--- src/hdl/cfe_pkg.sv ---
// Shared constants, control word types and the microcode table of the continued-fraction expander.
package cfe_pkg;

	localparam int MAX_TERMS = 16;
	localparam int FRAC_BITS = 16;

	localparam int VALUE_W  = 32;
	localparam int COUNT_W  = 5;
	localparam int TERM_W   = 17;
	localparam int DEN_W    = FRAC_BITS + 1;
	localparam int BIT_W    = $clog2(VALUE_W);
	localparam int CNT_W    = $clog2(MAX_TERMS + 1);
	localparam int S_DATA_W = ((VALUE_W + COUNT_W + 7) / 8) * 8;
	localparam int M_DATA_W = ((TERM_W + 7) / 8) * 8;

	localparam int STEP_W = 3;
	typedef logic [STEP_W-1:0] step_t;

	// Microprogram step addresses.
	localparam step_t ST_IDLE  = 3'd0;
	localparam step_t ST_DINIT = 3'd1;
	localparam step_t ST_DSTEP = 3'd2;
	localparam step_t ST_UPD   = 3'd3;
	localparam step_t ST_EMIT  = 3'd4;
	localparam step_t ST_NEXT  = 3'd5;
	localparam step_t ST_WRAP  = 3'd6;

	// Jump conditions; when the condition holds the sequencer jumps, else it falls through.
	typedef enum logic [2:0] {
		C_NEVER,
		C_ALWAYS,
		C_NO_START,
		C_DONE,
		C_DIV_BUSY,
		C_OUT_BUSY,
		C_MORE
	} jcond_t;

	typedef struct packed {
		logic   wait_in;
		logic   div_init;
		logic   div_step;
		logic   update;
		logic   emit;
		jcond_t cond;
		step_t  jump_to;
	} ctrl_word_t;

	function automatic ctrl_word_t ucode_rom(input step_t pc);
		ctrl_word_t cw;
		cw = '{wait_in: 1'b0, div_init: 1'b0, div_step: 1'b0, update: 1'b0, emit: 1'b0,
			cond: C_ALWAYS, jump_to: ST_IDLE};
		case (pc)
			ST_IDLE: begin
				cw.wait_in = 1'b1;
				cw.cond    = C_NO_START;
				cw.jump_to = ST_IDLE;
			end
			ST_DINIT: begin
				cw.div_init = 1'b1;
				cw.cond     = C_DONE;
				cw.jump_to  = ST_UPD;
			end
			ST_DSTEP: begin
				cw.div_step = 1'b1;
				cw.cond     = C_DIV_BUSY;
				cw.jump_to  = ST_DSTEP;
			end
			ST_UPD: begin
				cw.update  = 1'b1;
				cw.cond    = C_NEVER;
				cw.jump_to = ST_IDLE;
			end
			ST_EMIT: begin
				cw.emit    = 1'b1;
				cw.cond    = C_OUT_BUSY;
				cw.jump_to = ST_EMIT;
			end
			ST_NEXT: begin
				cw.cond    = C_MORE;
				cw.jump_to = ST_DINIT;
			end
			ST_WRAP: begin
				cw.cond    = C_ALWAYS;
				cw.jump_to = ST_IDLE;
			end
			default: begin
				cw.cond    = C_ALWAYS;
				cw.jump_to = ST_IDLE;
			end
		endcase
		return cw;
	endfunction

endpackage

--- src/hdl/continued_fraction_expansion.sv ---
// Top level of the continued-fraction expander: microcoded sequencer, shared divider, output register.
// Sequence: the first term follows the input beat through one init step, the 32 iterations
// of the shared restoring divider, one update step and one emit step; each further term adds
// the step that checks for more terms. Once the expansion has terminated, each remaining zero
// term skips the divider. A term that waits for m_tready stalls the sequencer.
// Throughput: one input beat per run; the input stays closed until the run has ended, and
// a beat with a zero term count leaves the input ready again on the next cycle.
// Reset (arst_n low) clears the step counter, term counter and output valid at once.
module continued_fraction_expansion
	import cfe_pkg::*;
(
	input  logic                clk,
	input  logic                arst_n,
	input  logic                s_tvalid,
	output logic                s_tready,
	input  logic [S_DATA_W-1:0] s_tdata,   // [31:0] value (Q16.16), [36:32] term_count, rest zero
	output logic                m_tvalid,
	input  logic                m_tready,
	output logic [M_DATA_W-1:0] m_tdata,   // [16:0] term, rest zero
	output logic                m_tlast    // last term of this input's run
);

	// Input fields.
	logic [VALUE_W-1:0] in_value;
	logic [COUNT_W-1:0] in_count;
	logic [CNT_W-1:0]   in_count_sat;

	assign in_value = s_tdata[VALUE_W-1:0];
	assign in_count = s_tdata[VALUE_W +: COUNT_W];
	// Counts above the table depth saturate to the maximum run length.
	assign in_count_sat = (in_count > COUNT_W'(MAX_TERMS)) ? CNT_W'(MAX_TERMS)
	                                                       : CNT_W'(in_count);

	// Sequencer state.
	step_t      pc_q;
	step_t      pc_next;
	ctrl_word_t cw;
	logic       take_jump;

	// Control registers.
	logic [CNT_W-1:0] cnt_q;
	logic             done_q;
	logic [BIT_W-1:0] bit_q;
	logic             m_tvalid_q;

	// Datapath registers. The numerator is the full input only on the first step;
	// afterwards it is the previous denominator, at most 2^FRAC_BITS.
	logic [VALUE_W-1:0] num_q;
	logic [DEN_W-1:0]   den_q;
	logic [DEN_W-1:0]   rem_q;
	logic [VALUE_W-1:0] quot_q;
	logic [TERM_W-1:0]  res_q;
	logic [TERM_W-1:0]  m_term_q;
	logic               m_tlast_q;

	logic [DEN_W:0]   trial_shift;
	logic [DEN_W:0]   trial_diff;
	logic             trial_fits;
	logic             out_free;
	logic             start;

	assign cw = ucode_rom(pc_q);

	// The output register can take a new term when empty or when its beat leaves now.
	assign out_free = !m_tvalid_q || m_tready;
	assign start    = cw.wait_in && s_tvalid;

	// One restoring division step: shift in the next dividend bit and try the divisor.
	assign trial_shift = {rem_q, quot_q[VALUE_W-1]};
	assign trial_diff  = trial_shift - {1'b0, den_q};
	assign trial_fits  = trial_shift >= {1'b0, den_q};

	// Jump condition evaluation.
	always_comb begin
		case (cw.cond)
			C_NEVER:    take_jump = 1'b0;
			C_ALWAYS:   take_jump = 1'b1;
			C_NO_START: take_jump = !(s_tvalid && (in_count != '0));
			C_DONE:     take_jump = done_q;
			C_DIV_BUSY: take_jump = (bit_q != '1);
			C_OUT_BUSY: take_jump = !out_free;
			C_MORE:     take_jump = (cnt_q != '0);
			default:    take_jump = 1'b1;
		endcase
	end

	// Next step.
	always_comb begin
		pc_next = take_jump ? cw.jump_to : step_t'(pc_q + 1'b1);
	end

	// Outputs.
	always_comb begin
		s_tready = cw.wait_in;
		m_tvalid = m_tvalid_q;
		m_tdata  = M_DATA_W'(m_term_q);
		m_tlast  = m_tlast_q;
	end

	// Control state.
	always_ff @(posedge clk or negedge arst_n) begin
		if (!arst_n) begin
			pc_q       <= ST_IDLE;
			cnt_q      <= '0;
			done_q     <= 1'b0;
			bit_q      <= '0;
			m_tvalid_q <= 1'b0;
		end else begin
			pc_q <= pc_next;
			if (start) begin
				cnt_q  <= in_count_sat;
				done_q <= 1'b0;
			end
			if (cw.div_init) begin
				bit_q <= '0;
			end
			if (cw.div_step) begin
				bit_q <= bit_q + 1'b1;
			end
			if (cw.update && !done_q && (rem_q == '0)) begin
				done_q <= 1'b1;
			end
			if (cw.emit && out_free) begin
				m_tvalid_q <= 1'b1;
				cnt_q      <= cnt_q - 1'b1;
			end else if (m_tready) begin
				m_tvalid_q <= 1'b0;
			end
		end
	end

	// Datapath.
	always_ff @(posedge clk) begin
		if (start) begin
			num_q <= in_value;
			den_q <= DEN_W'(1) << FRAC_BITS;
		end
		if (cw.div_init) begin
			rem_q  <= '0;
			quot_q <= num_q;
		end
		if (cw.div_step) begin
			rem_q  <= trial_fits ? trial_diff[DEN_W-1:0] : trial_shift[DEN_W-1:0];
			quot_q <= {quot_q[VALUE_W-2:0], trial_fits};
		end
		if (cw.update) begin
			if (done_q) begin
				res_q <= '0;
			end else begin
				res_q <= quot_q[TERM_W-1:0];
				if (rem_q != '0) begin
					num_q <= VALUE_W'(den_q);
					den_q <= rem_q;
				end
			end
		end
		if (cw.emit && out_free) begin
			m_term_q  <= res_q;
			m_tlast_q <= (cnt_q == CNT_W'(1));
		end
	end

endmodule

--- config.mk ---
export PLATFORM = sky130hd
export DESIGN_NAME = continued_fraction_expansion
export DESIGN_NICKNAME = d
export VERILOG_FILES = /design/src/hdl/cfe_pkg.sv /design/src/hdl/continued_fraction_expansion.sv
export SDC_FILE = /design/constraint.sdc
export NUM_CORES = 1
export LEC_CHECK = 0
export ABC_AREA = 1
export BUFFER_PORTS_ARGS = -buffer_cell sky130_fd_sc_hd__buf_2
export CORE_ASPECT_RATIO = 0.9
export CORE_MARGIN = 10
export CORE_UTILIZATION = 50
export DETAILED_ROUTE_END_ITERATION = 6
export HOLD_SLACK_MARGIN = 0.12
export PLACE_DENSITY_LB_ADDON = 0.15
export REMOVE_ABC_BUFFERS = 1
export SETUP_SLACK_MARGIN = 0.4
export SLEW_MARGIN = 15
export SYNTH_ARGS = -nofsm -noshare
export SYNTH_HDL_FRONTEND = slang
export SYNTH_SLANG_ARGS = --single-unit
--- constraint.sdc ---
create_clock -name clk -period 4.2 [get_ports clk]
set_clock_uncertainty 0.05 [all_clocks]
set_input_delay 0.63 -clock clk [delete_from_list [all_inputs] [get_ports clk]]
set_output_delay 0.63 -clock clk [all_outputs]
set_load 0.05 [all_outputs]
==> results of run 1 <==
-- path summary, 6_finish.rpt --
check | startpoint | end | cells past startpoint
worst max register to register | rem_q[13]$_SDFFCE_PN0P_ | num_q[0]$_DFF_P_ | 9
worst max-delay path | rem_q[13]$_SDFFCE_PN0P_ | num_q[0]$_DFF_P_ | 9
min in group asynchronous | arst_n | bit_q[0]$_DFFE_PN0P_ | 2
worst min register to register | res_q[9]$_SDFFCE_PP0P_ | m_term_q[9]$_DFFE_PP_ | 0
worst min-delay path | res_q[9]$_SDFFCE_PP0P_ | m_term_q[9]$_DFFE_PP_ | 0
max in group asynchronous | arst_n | pc_q[1]$_DFF_PN0_ | 2
-- cells in the final DEF, fill, tap and decap left out, types with 3 or more instances in the layout --
cell type / instances
buf_2: 60
inv_1: 107
buf_4: 8
inv_2: 5
a22oi_1: 15
dfxtp_1: 49
nor3_1: 3
nand3_1: 64
nand2_4: 3
nand2_1: 313
clkbuf_16: 17
dfrtp_1: 15
inv_6: 5
a21oi_1: 11
nand3_2: 10
o21ai_0: 29
conb_1: 7
nand4_1: 21
o21ai_1: 20
nor2_1: 47
edfxtp_1: 84
ha_1: 27
nand2_2: 9
o22ai_1: 4
xor2_1: 8
-- metal layers --
layer,global-route usage,share of wire,vias to the layer above
li1,-,-,3035
met1,0.2252,0.51,2625
met2,0.2498,0.43,108
met3,0.03599,0.048,8
met4,0.04207,0.0058,0
met5,0,0,-
-- critical path: stages, from the launching register on --
cell and delay (ps):
edfxtp_1 450, nor2_1 130, nand2_1 70, nor3_1 230
nand3_1 100, buf_4 250, nand2_1 690, buf_4 390
nand3_1 110, o21a_1 110
-- report_power, final --
group	internal [mW]	switching (mW)	total [mW]	leakage (nW)
Clock	0.881	0.603	1.48	0.280
Sequential	2.36	0.309	2.67	1.41
Combinational	1.22	2.57	3.79	2.38
Total	4.46	3.49	7.95	4.07
-- stage by stage --
stage / setup TNS, ps / power, mW
finish: 0 / 7.945
global route: 0 / 8.702
CTS: 0 / 7.992
detailed placement: 0 / 6.473
global placement: 0 / 6.424
floorplan: -7636 / 5.560
-- state kept, by name, summed over array words and instances (netlist names), 3 cells and up --
signal and cells:
num_q 32, quot_q 32, den_q 17, m_term_q 17
rem_q 17, res_q 17, bit_q 5, cnt_q 5
pc_q 3
-- repair_timing --
action	CTS	global route
hold endpoints to repair	15	0
hold buffers	1	0
setup buffers	0	0
-- Yosys cell counts (all sizes together) --
cell	number
nand2	325
inv	112
edfxtp	84
nand3	75
nor2	50
dfxtp	49
o21ai	49
buf	31
ha	27
nand4	21
a22oi	15
dfrtp	15
a21oi	14
clkbuf	11
xor2	8
nor3	4
o22ai	4
and2	2
o211ai	2
xnor2	2
a31oi	1
and3	1
clkinv	1
conb	1
fa	1
nor3b	1
o21a	1
or2	1
-- final cells by class --
class                           instances  area (um^2)
Fill cell                            1379         6187
Sequential cell                       148         3879
Multi-Input combinational cell        611         3079
Clock buffer                           18        429.2
Inverter                              113        424.2
Timing Repair Buffer                   69        370.4
Tap cell                              198        247.7
Clock inverter                         14        150.1
-- logic make-up (layout without fill, tap and decap cells) --
| family | Yosys count | count (layout) | share of synthesized area |
|---|---|---|---|
| flops | 148 | 148 | 0.5127 |
| fa+ha+maj | 28 | 28 | 0.04730 |
| buf+inv | 155 | 214 | 0.08649 |
| simple gates | 480 | 480 | 0.2758 |
| other cells | 1 | 7 | 0.0004956 |
| xor+xnor | 10 | 10 | 0.01158 |
| compound gates | 86 | 86 | 0.06565 |
==> results by group, run 1 <==
Routing
  • Via density per instance: between 4 and 5
  • First-pass detailed-route iteration total: 5
  • DRC Markers: 0
  • Routed len/inst: roughly 14 um
  • Initial DRC count: around 370
  • Via count: 5776
  • Total Wirelength: roughly 16 mm
  • Antenna viol nets, final: 0

CTS
  • Inserted Clock Buffers: 17
  • CTS tree: done
  • Clock Tree Buf Depth: 2
  • Worst-path clk slew: around 60 ps
  • Clk sinks: between 100 and 150
  • Post-CTS Resized: 0
  • Clock root buffer master: clkbuf_16
  • H-tree levels: 4
  • Worst-Skew Late Latency: around 420 ps

Placement
  • IO Port Bufs: 60
  • Worst Setup Slack post-DPL: roughly 1500 ps
  • Placer congestion estimate: 0.8252
  • Post-Place Cells: 1138
  • Dpl cell area: around 8000 um^2
  • Post-DP HPWL: 11.03 mm

Timing
  • Worst-Margin Slew: between 1000 and 1500 ps
  • RSZ-0062 raised after global routing: false
  • Worst hold margin: ~360 ps
  • Rel. slew slack: 0.3099
  • Setup ws final: between 1000 and 1500 ps
  • Period minus WS final: 2726 ps
  • Final Hold Fails: 0
  • Max Fclk: 366.9 MHz
  • Period utilization: 0.6490
  • Slew Limit Fails: 0
  • Setup violations, final: 0

Floorplanning
  • Initial Util: 0.5124
  • Die H: approximately 140 um
  • Cell Rows: 42
  • Die area: 20460 um^2
  • Die width: ~150 um
  • Core Region: about 15000 um^2
  • IO Count: between 70 and 80

Global routing
  • GRT overflow: 0
  • Pin count of the biggest net entering global routing: 56
  • All-Layer GR Usage: 0.1619
  • First-pass GRT wire length: between 20 and 30 mm
  • Vias in the first global route: between 5k and 6k
  • Initial antenna violation count: 0

Synthesis
  • Synth unique cells: between 40 and 50
  • Number of synthesis warnings: 0
  • Register area share after synthesis: 0.5127
  • Post-Syn Area: between 7000 and 8000 um^2
  • Post-Synthesis Cells: roughly 900
  • Syn Area/Cell: about 8.3 um^2
  • Synth area leaders: edfxtp_1, nand2_1, dfxtp_1
  • Seq cells post-synth: between 100 and 150
  • Top-area cell type share of the netlist area: 0.3334
  • Area leader, netlist: edfxtp_1

Final layout
  • Fin area: 8579 um^2
  • NumNets Final: 1032
  • Antenna cells: 0
  • Layout cells sized above 1: 0.1387
  • Synth-to-layout area growth: 13.40%
  • Non-Filler Instances: about 1.2k
  • Fin util: 0.5810

Power and ir drop
  • Pwr/cell area: between 900 and 1000 nW/um^2
  • Leak: 4.067 nW
  • Worst VDD drop: about 0.5 mV

Min path
  • Hold Crit Class: register to register

Setup path
  • Critical path fanouts, max: 31
  • CP arrival: ~3000 ps
  • Flop2flop setup slack: approximately 1500 ps
  • CP Class: register to register
  • CP Capture Type: register
  • Setup crit start kind: register
  • Data required, critical path: ~4500 ps

Outcome
  • Outcome: complete, no violations

Flow run
  • # Max-Cap Violations: 0
(Power assumes the default switching activity.)
==> inputs of run 2 (changes only) <==
--- a/config.mk
+++ b/config.mk
@@ -5,7 +5,7 @@
 export SDC_FILE = /design/constraint.sdc
 export NUM_CORES = 1
 export LEC_CHECK = 0
-export ABC_AREA = 1
+export ABC_AREA = 0
 export BUFFER_PORTS_ARGS = -buffer_cell sky130_fd_sc_hd__buf_2
 export CORE_ASPECT_RATIO = 0.9
 export CORE_MARGIN = 10
==> constraint.sdc (replaced) <==
create_clock -name clk -period 2.6 [get_ports clk]
set_clock_uncertainty 0.05 [all_clocks]
set_input_delay 0.39 -clock clk [delete_from_list [all_inputs] [get_ports clk]]
set_output_delay 0.39 -clock clk [all_outputs]
set_load 0.05 [all_outputs]
==> results by group, run 2 <==
Final layout
  • Non-Filler Instances: 1031 (-12%)
  • Commonest non-fill, non-tap cell in the layout: nand2_1
  • Layout cells sized above 1: 0.2221 (+0.08334)
  • Sequential Area: 3879 um^2 (unchanged)
  • Largest regs: num_q x32, quot_q x32
  • Synth-to-layout area growth: 22.93%
  • Most frequent cells in the layout: nand2_1, edfxtp_1, buf_2
  • Antenna cells: 0 (unchanged)
  • Multi-input gate area: 3018 um^2 (-2.0%)
  • NumNets Final: 901 (-13%)
  • Fillcell total: 1096 (-21%)

Timing
  • Setup TNS: 0 ps (unchanged)
  • Final Hold Fails: 0 (unchanged)
  • Slew Limit Fails: 0 (unchanged)
  • Max Fclk: 395.9 MHz (+7.9%)
  • Setup ws final: 74.02 ps (-1400 ps)
  • Setup violations, final: 0 (unchanged)
  • Period minus WS final: 2526 ps (-199.8 ps)
  • Period utilization: 0.9715 (+0.3225)
  • Worst-Margin Slew: 566.0 ps (-468.1 ps)
  • Rel. slew slack: 0.6218 (+0.3119)
  • RSZ-0062 raised after global routing: true

Synthesis
  • Register area share after synthesis: 0.5531 (+0.04043)
  • Synth unique cells: 63 (+50%)
  • FFs w/ async S/R, synth: 0.1014 (unchanged)
  • Synth area leaders: edfxtp_1, dfxtp_1, nand2_1
  • Dominant synthesized flop cell: edfxtp_1
  • Syn Area/Cell: 9.646 um^2 (+16%)
  • Commonest cells post-synth: nand2_1, edfxtp_1, dfxtp_1
  • Post-Synthesis Cells: 727 (-20%)
  • Number of synthesis warnings: 0 (unchanged)
  • Count leader, synth: nand2_1
  • Top-area cell type share of the netlist area: 0.3597 (+0.02629)
  • Area leader, netlist: edfxtp_1
  • Seq cells post-synth: 148 (unchanged)
  • Post-Syn Area: 7013 um^2 (-7.3%)
  • Number of synthesized flops with an enable pin: 84 (unchanged)

Global routing
  • All-Layer GR Usage: 0.1669 (+0.004967)
  • Pin count of the biggest net entering global routing: 52 (-7.1%)
  • GRT overflow: 0 (unchanged)
  • Initial antenna violation count: 0 (unchanged)
  • First-pass GRT wire length: 25.90 mm (-3.2%)
  • Vias in the first global route: 5167 (-4.6%)

Floorplanning
  • Initial Util: 0.5171 (+0.004696)
  • IO Count: 71 (unchanged)
  • Die H: 132.4 um (-3.2%)
  • Core Region: 13560 um^2 (-8.2%)
  • Cell Rows: 40 (-4.8%)
  • Die width: 144.8 um (-3.2%)
  • Die area: 19170 um^2 (-6.3%)

Setup path
  • CP Capture Type: register
  • CP Class: register to register
  • CP arrival: 2650 ps (-340 ps)
  • Data required, critical path: 2720 ps (-1740 ps)
  • Critical path fanouts, max: 4 (-87%)
  • Setup crit start kind: register

Routing
  • Total Wirelength: 16.44 mm (+3.4%)
  • Initial DRC count: 460 (+23%)
  • Via count: 5594 (-3.2%)
  • Routed len/inst: 15.94 um (+17%)
  • DRC Markers: 0 (unchanged)
  • First-pass detailed-route iteration total: 5 (unchanged)
  • Via density per instance: 5.426 (+10%)
  • Antenna viol nets, final: 0 (unchanged)

CTS
  • Inserted Clock Buffers: 17 (unchanged)
  • CTS tree: done
  • Clock root buffer master: clkbuf_16
  • Worst-path clk slew: 60 ps (about the same)
  • H-tree levels: 4 (unchanged)
  • Clk sinks: 148 (unchanged)
  • Worst-Skew Late Latency: 420 ps (about the same)
  • Clock Tree Buf Depth: 2 (unchanged)

Power and ir drop
  • Worst VDD drop: 0.9862 mV (+96%)
  • Total power: 13.41 mW (+69%)
  • Pwr/cell area: 1556 nW/um^2 (+68%)
  • Leak: 3.605 nW (-11%)

Outcome
  • Outcome: complete, no violations

Flow run
  • # Max-Cap Violations: 0 (unchanged)

Placement
  • Worst Setup Slack post-DPL: -54.58 ps (-1512 ps)
  • IO Port Bufs: 60 (unchanged)
  • Post-Place Cells: 983 (-14%)
  • Post-DP HPWL: 11.19 mm (+1.4%)
  • Placer congestion estimate: 0.8844 (+7.2%)

Min path
  • Hold Crit Class: input pin to register
-- run 2: cell count changes in the layout (fill, tap and decap cells not counted), sizes merged, moves of 7 or more --
cell,before,now
a21o,0,7
a21oi,14,45
a22oi,15,0
a31oi,1,21
buf,68,111
inv,117,32
nand2,325,204
nand3,75,14
nand4,21,2
nor2,50,40
nor2b,0,19
o21ai,49,30
o31ai,0,15
-- run 2: stage by stage --
step / utilization / area, um^2 / hold WS [ps]
global placement: 0.5700 / 7731 / 278.6
finish: 0.6356 / 8621 / 152.7
global route: 0.6356 / 8621 / 147.3
floorplan: - / 6850 / 44.41
CTS: 0.6190 / 8396 / 142.1
detailed placement: 0.5700 / 7731 / 282.8
-- run 2: cells by family after synthesis --
logic type,after synthesis,share of synthesized area
XOR/XNOR,11,0.01374
adder cells (fa/ha/maj),28,0.05103
buffers and inverters,67,0.04246
AND/OR/NAND/NOR,320,0.1998
AO/OA/AOI/OAI,150,0.1358
multiplexers,2,0.003568
flip-flops,148,0.5531
other,1,0.0005347
-- run 2: worst max-delay path: stages, from the launching register on --
cell and delay (ps):
edfxtp_1 410, inv_2 80, ha_4 130, fa_2 180, and2b_2 240, o2111ai_2 180
a21o_1 200, nand3_2 90, and4b_2 290, o21ai_2 200, buf_6 150, o22ai_1 80
-- run 2: path summary, 6_finish.rpt --
kind	start	slack (ps)	end	cells past startpoint
setup / recovery	quot_q[31]$_DFFE_PP_	70	rem_q[16]$_SDFFCE_PN0P_	11
hold / removal	s_tdata[22]	150	num_q[22]$_DFF_P_	3
setup reg to reg	quot_q[31]$_DFFE_PP_	70	rem_q[16]$_SDFFCE_PN0P_	11
hold reg to reg	res_q[16]$_SDFFCE_PP0P_	370	m_term_q[16]$_DFFE_PP_	0
max in group asynchronous	arst_n	1840	bit_q[2]$_DFFE_PN0P_	2
min in group asynchronous	arst_n	380	pc_q[1]$_DFF_PN0_	2
-- run 2: final cells by class --
type,instances,share of cell area
Clock buffer,20,0.05065
Clock inverter,12,0.01234
Inverter,30,0.01306
Multi-Input combinational cell,518,0.3501
Sequential cell,148,0.4499
Tap cell,189,0.02743
Timing Repair Buffer,114,0.09652
-- run 2: per-layer routing --
layer / track usage / wire length (um) / share of wire
met5: 0 / 0 / 0
met2: 0.2576 / 7578 / 0.46
met4: 0.04209 / 200 / 0.012
met1: 0.2281 / 7757 / 0.47
met3: 0.04071 / 902 / 0.055
-- run 2: power breakdown --
group | internal, mW | switching, mW
sequential | 3.85 | 0.568
clock | 1.32 | 0.940
combinational | 2.80 | 3.94
-- run 2: timing repair --
item / 4_1_cts / 5_1_grt
pin swaps: 6 / 11
resized for setup: 19 / 28
buffers inserted: 5 / 7
hold endpoints to repair: 15 / 0
gates cloned: 0 / 3
hold buffers: 1 / 0
setup endpoints to repair: 24 / 45
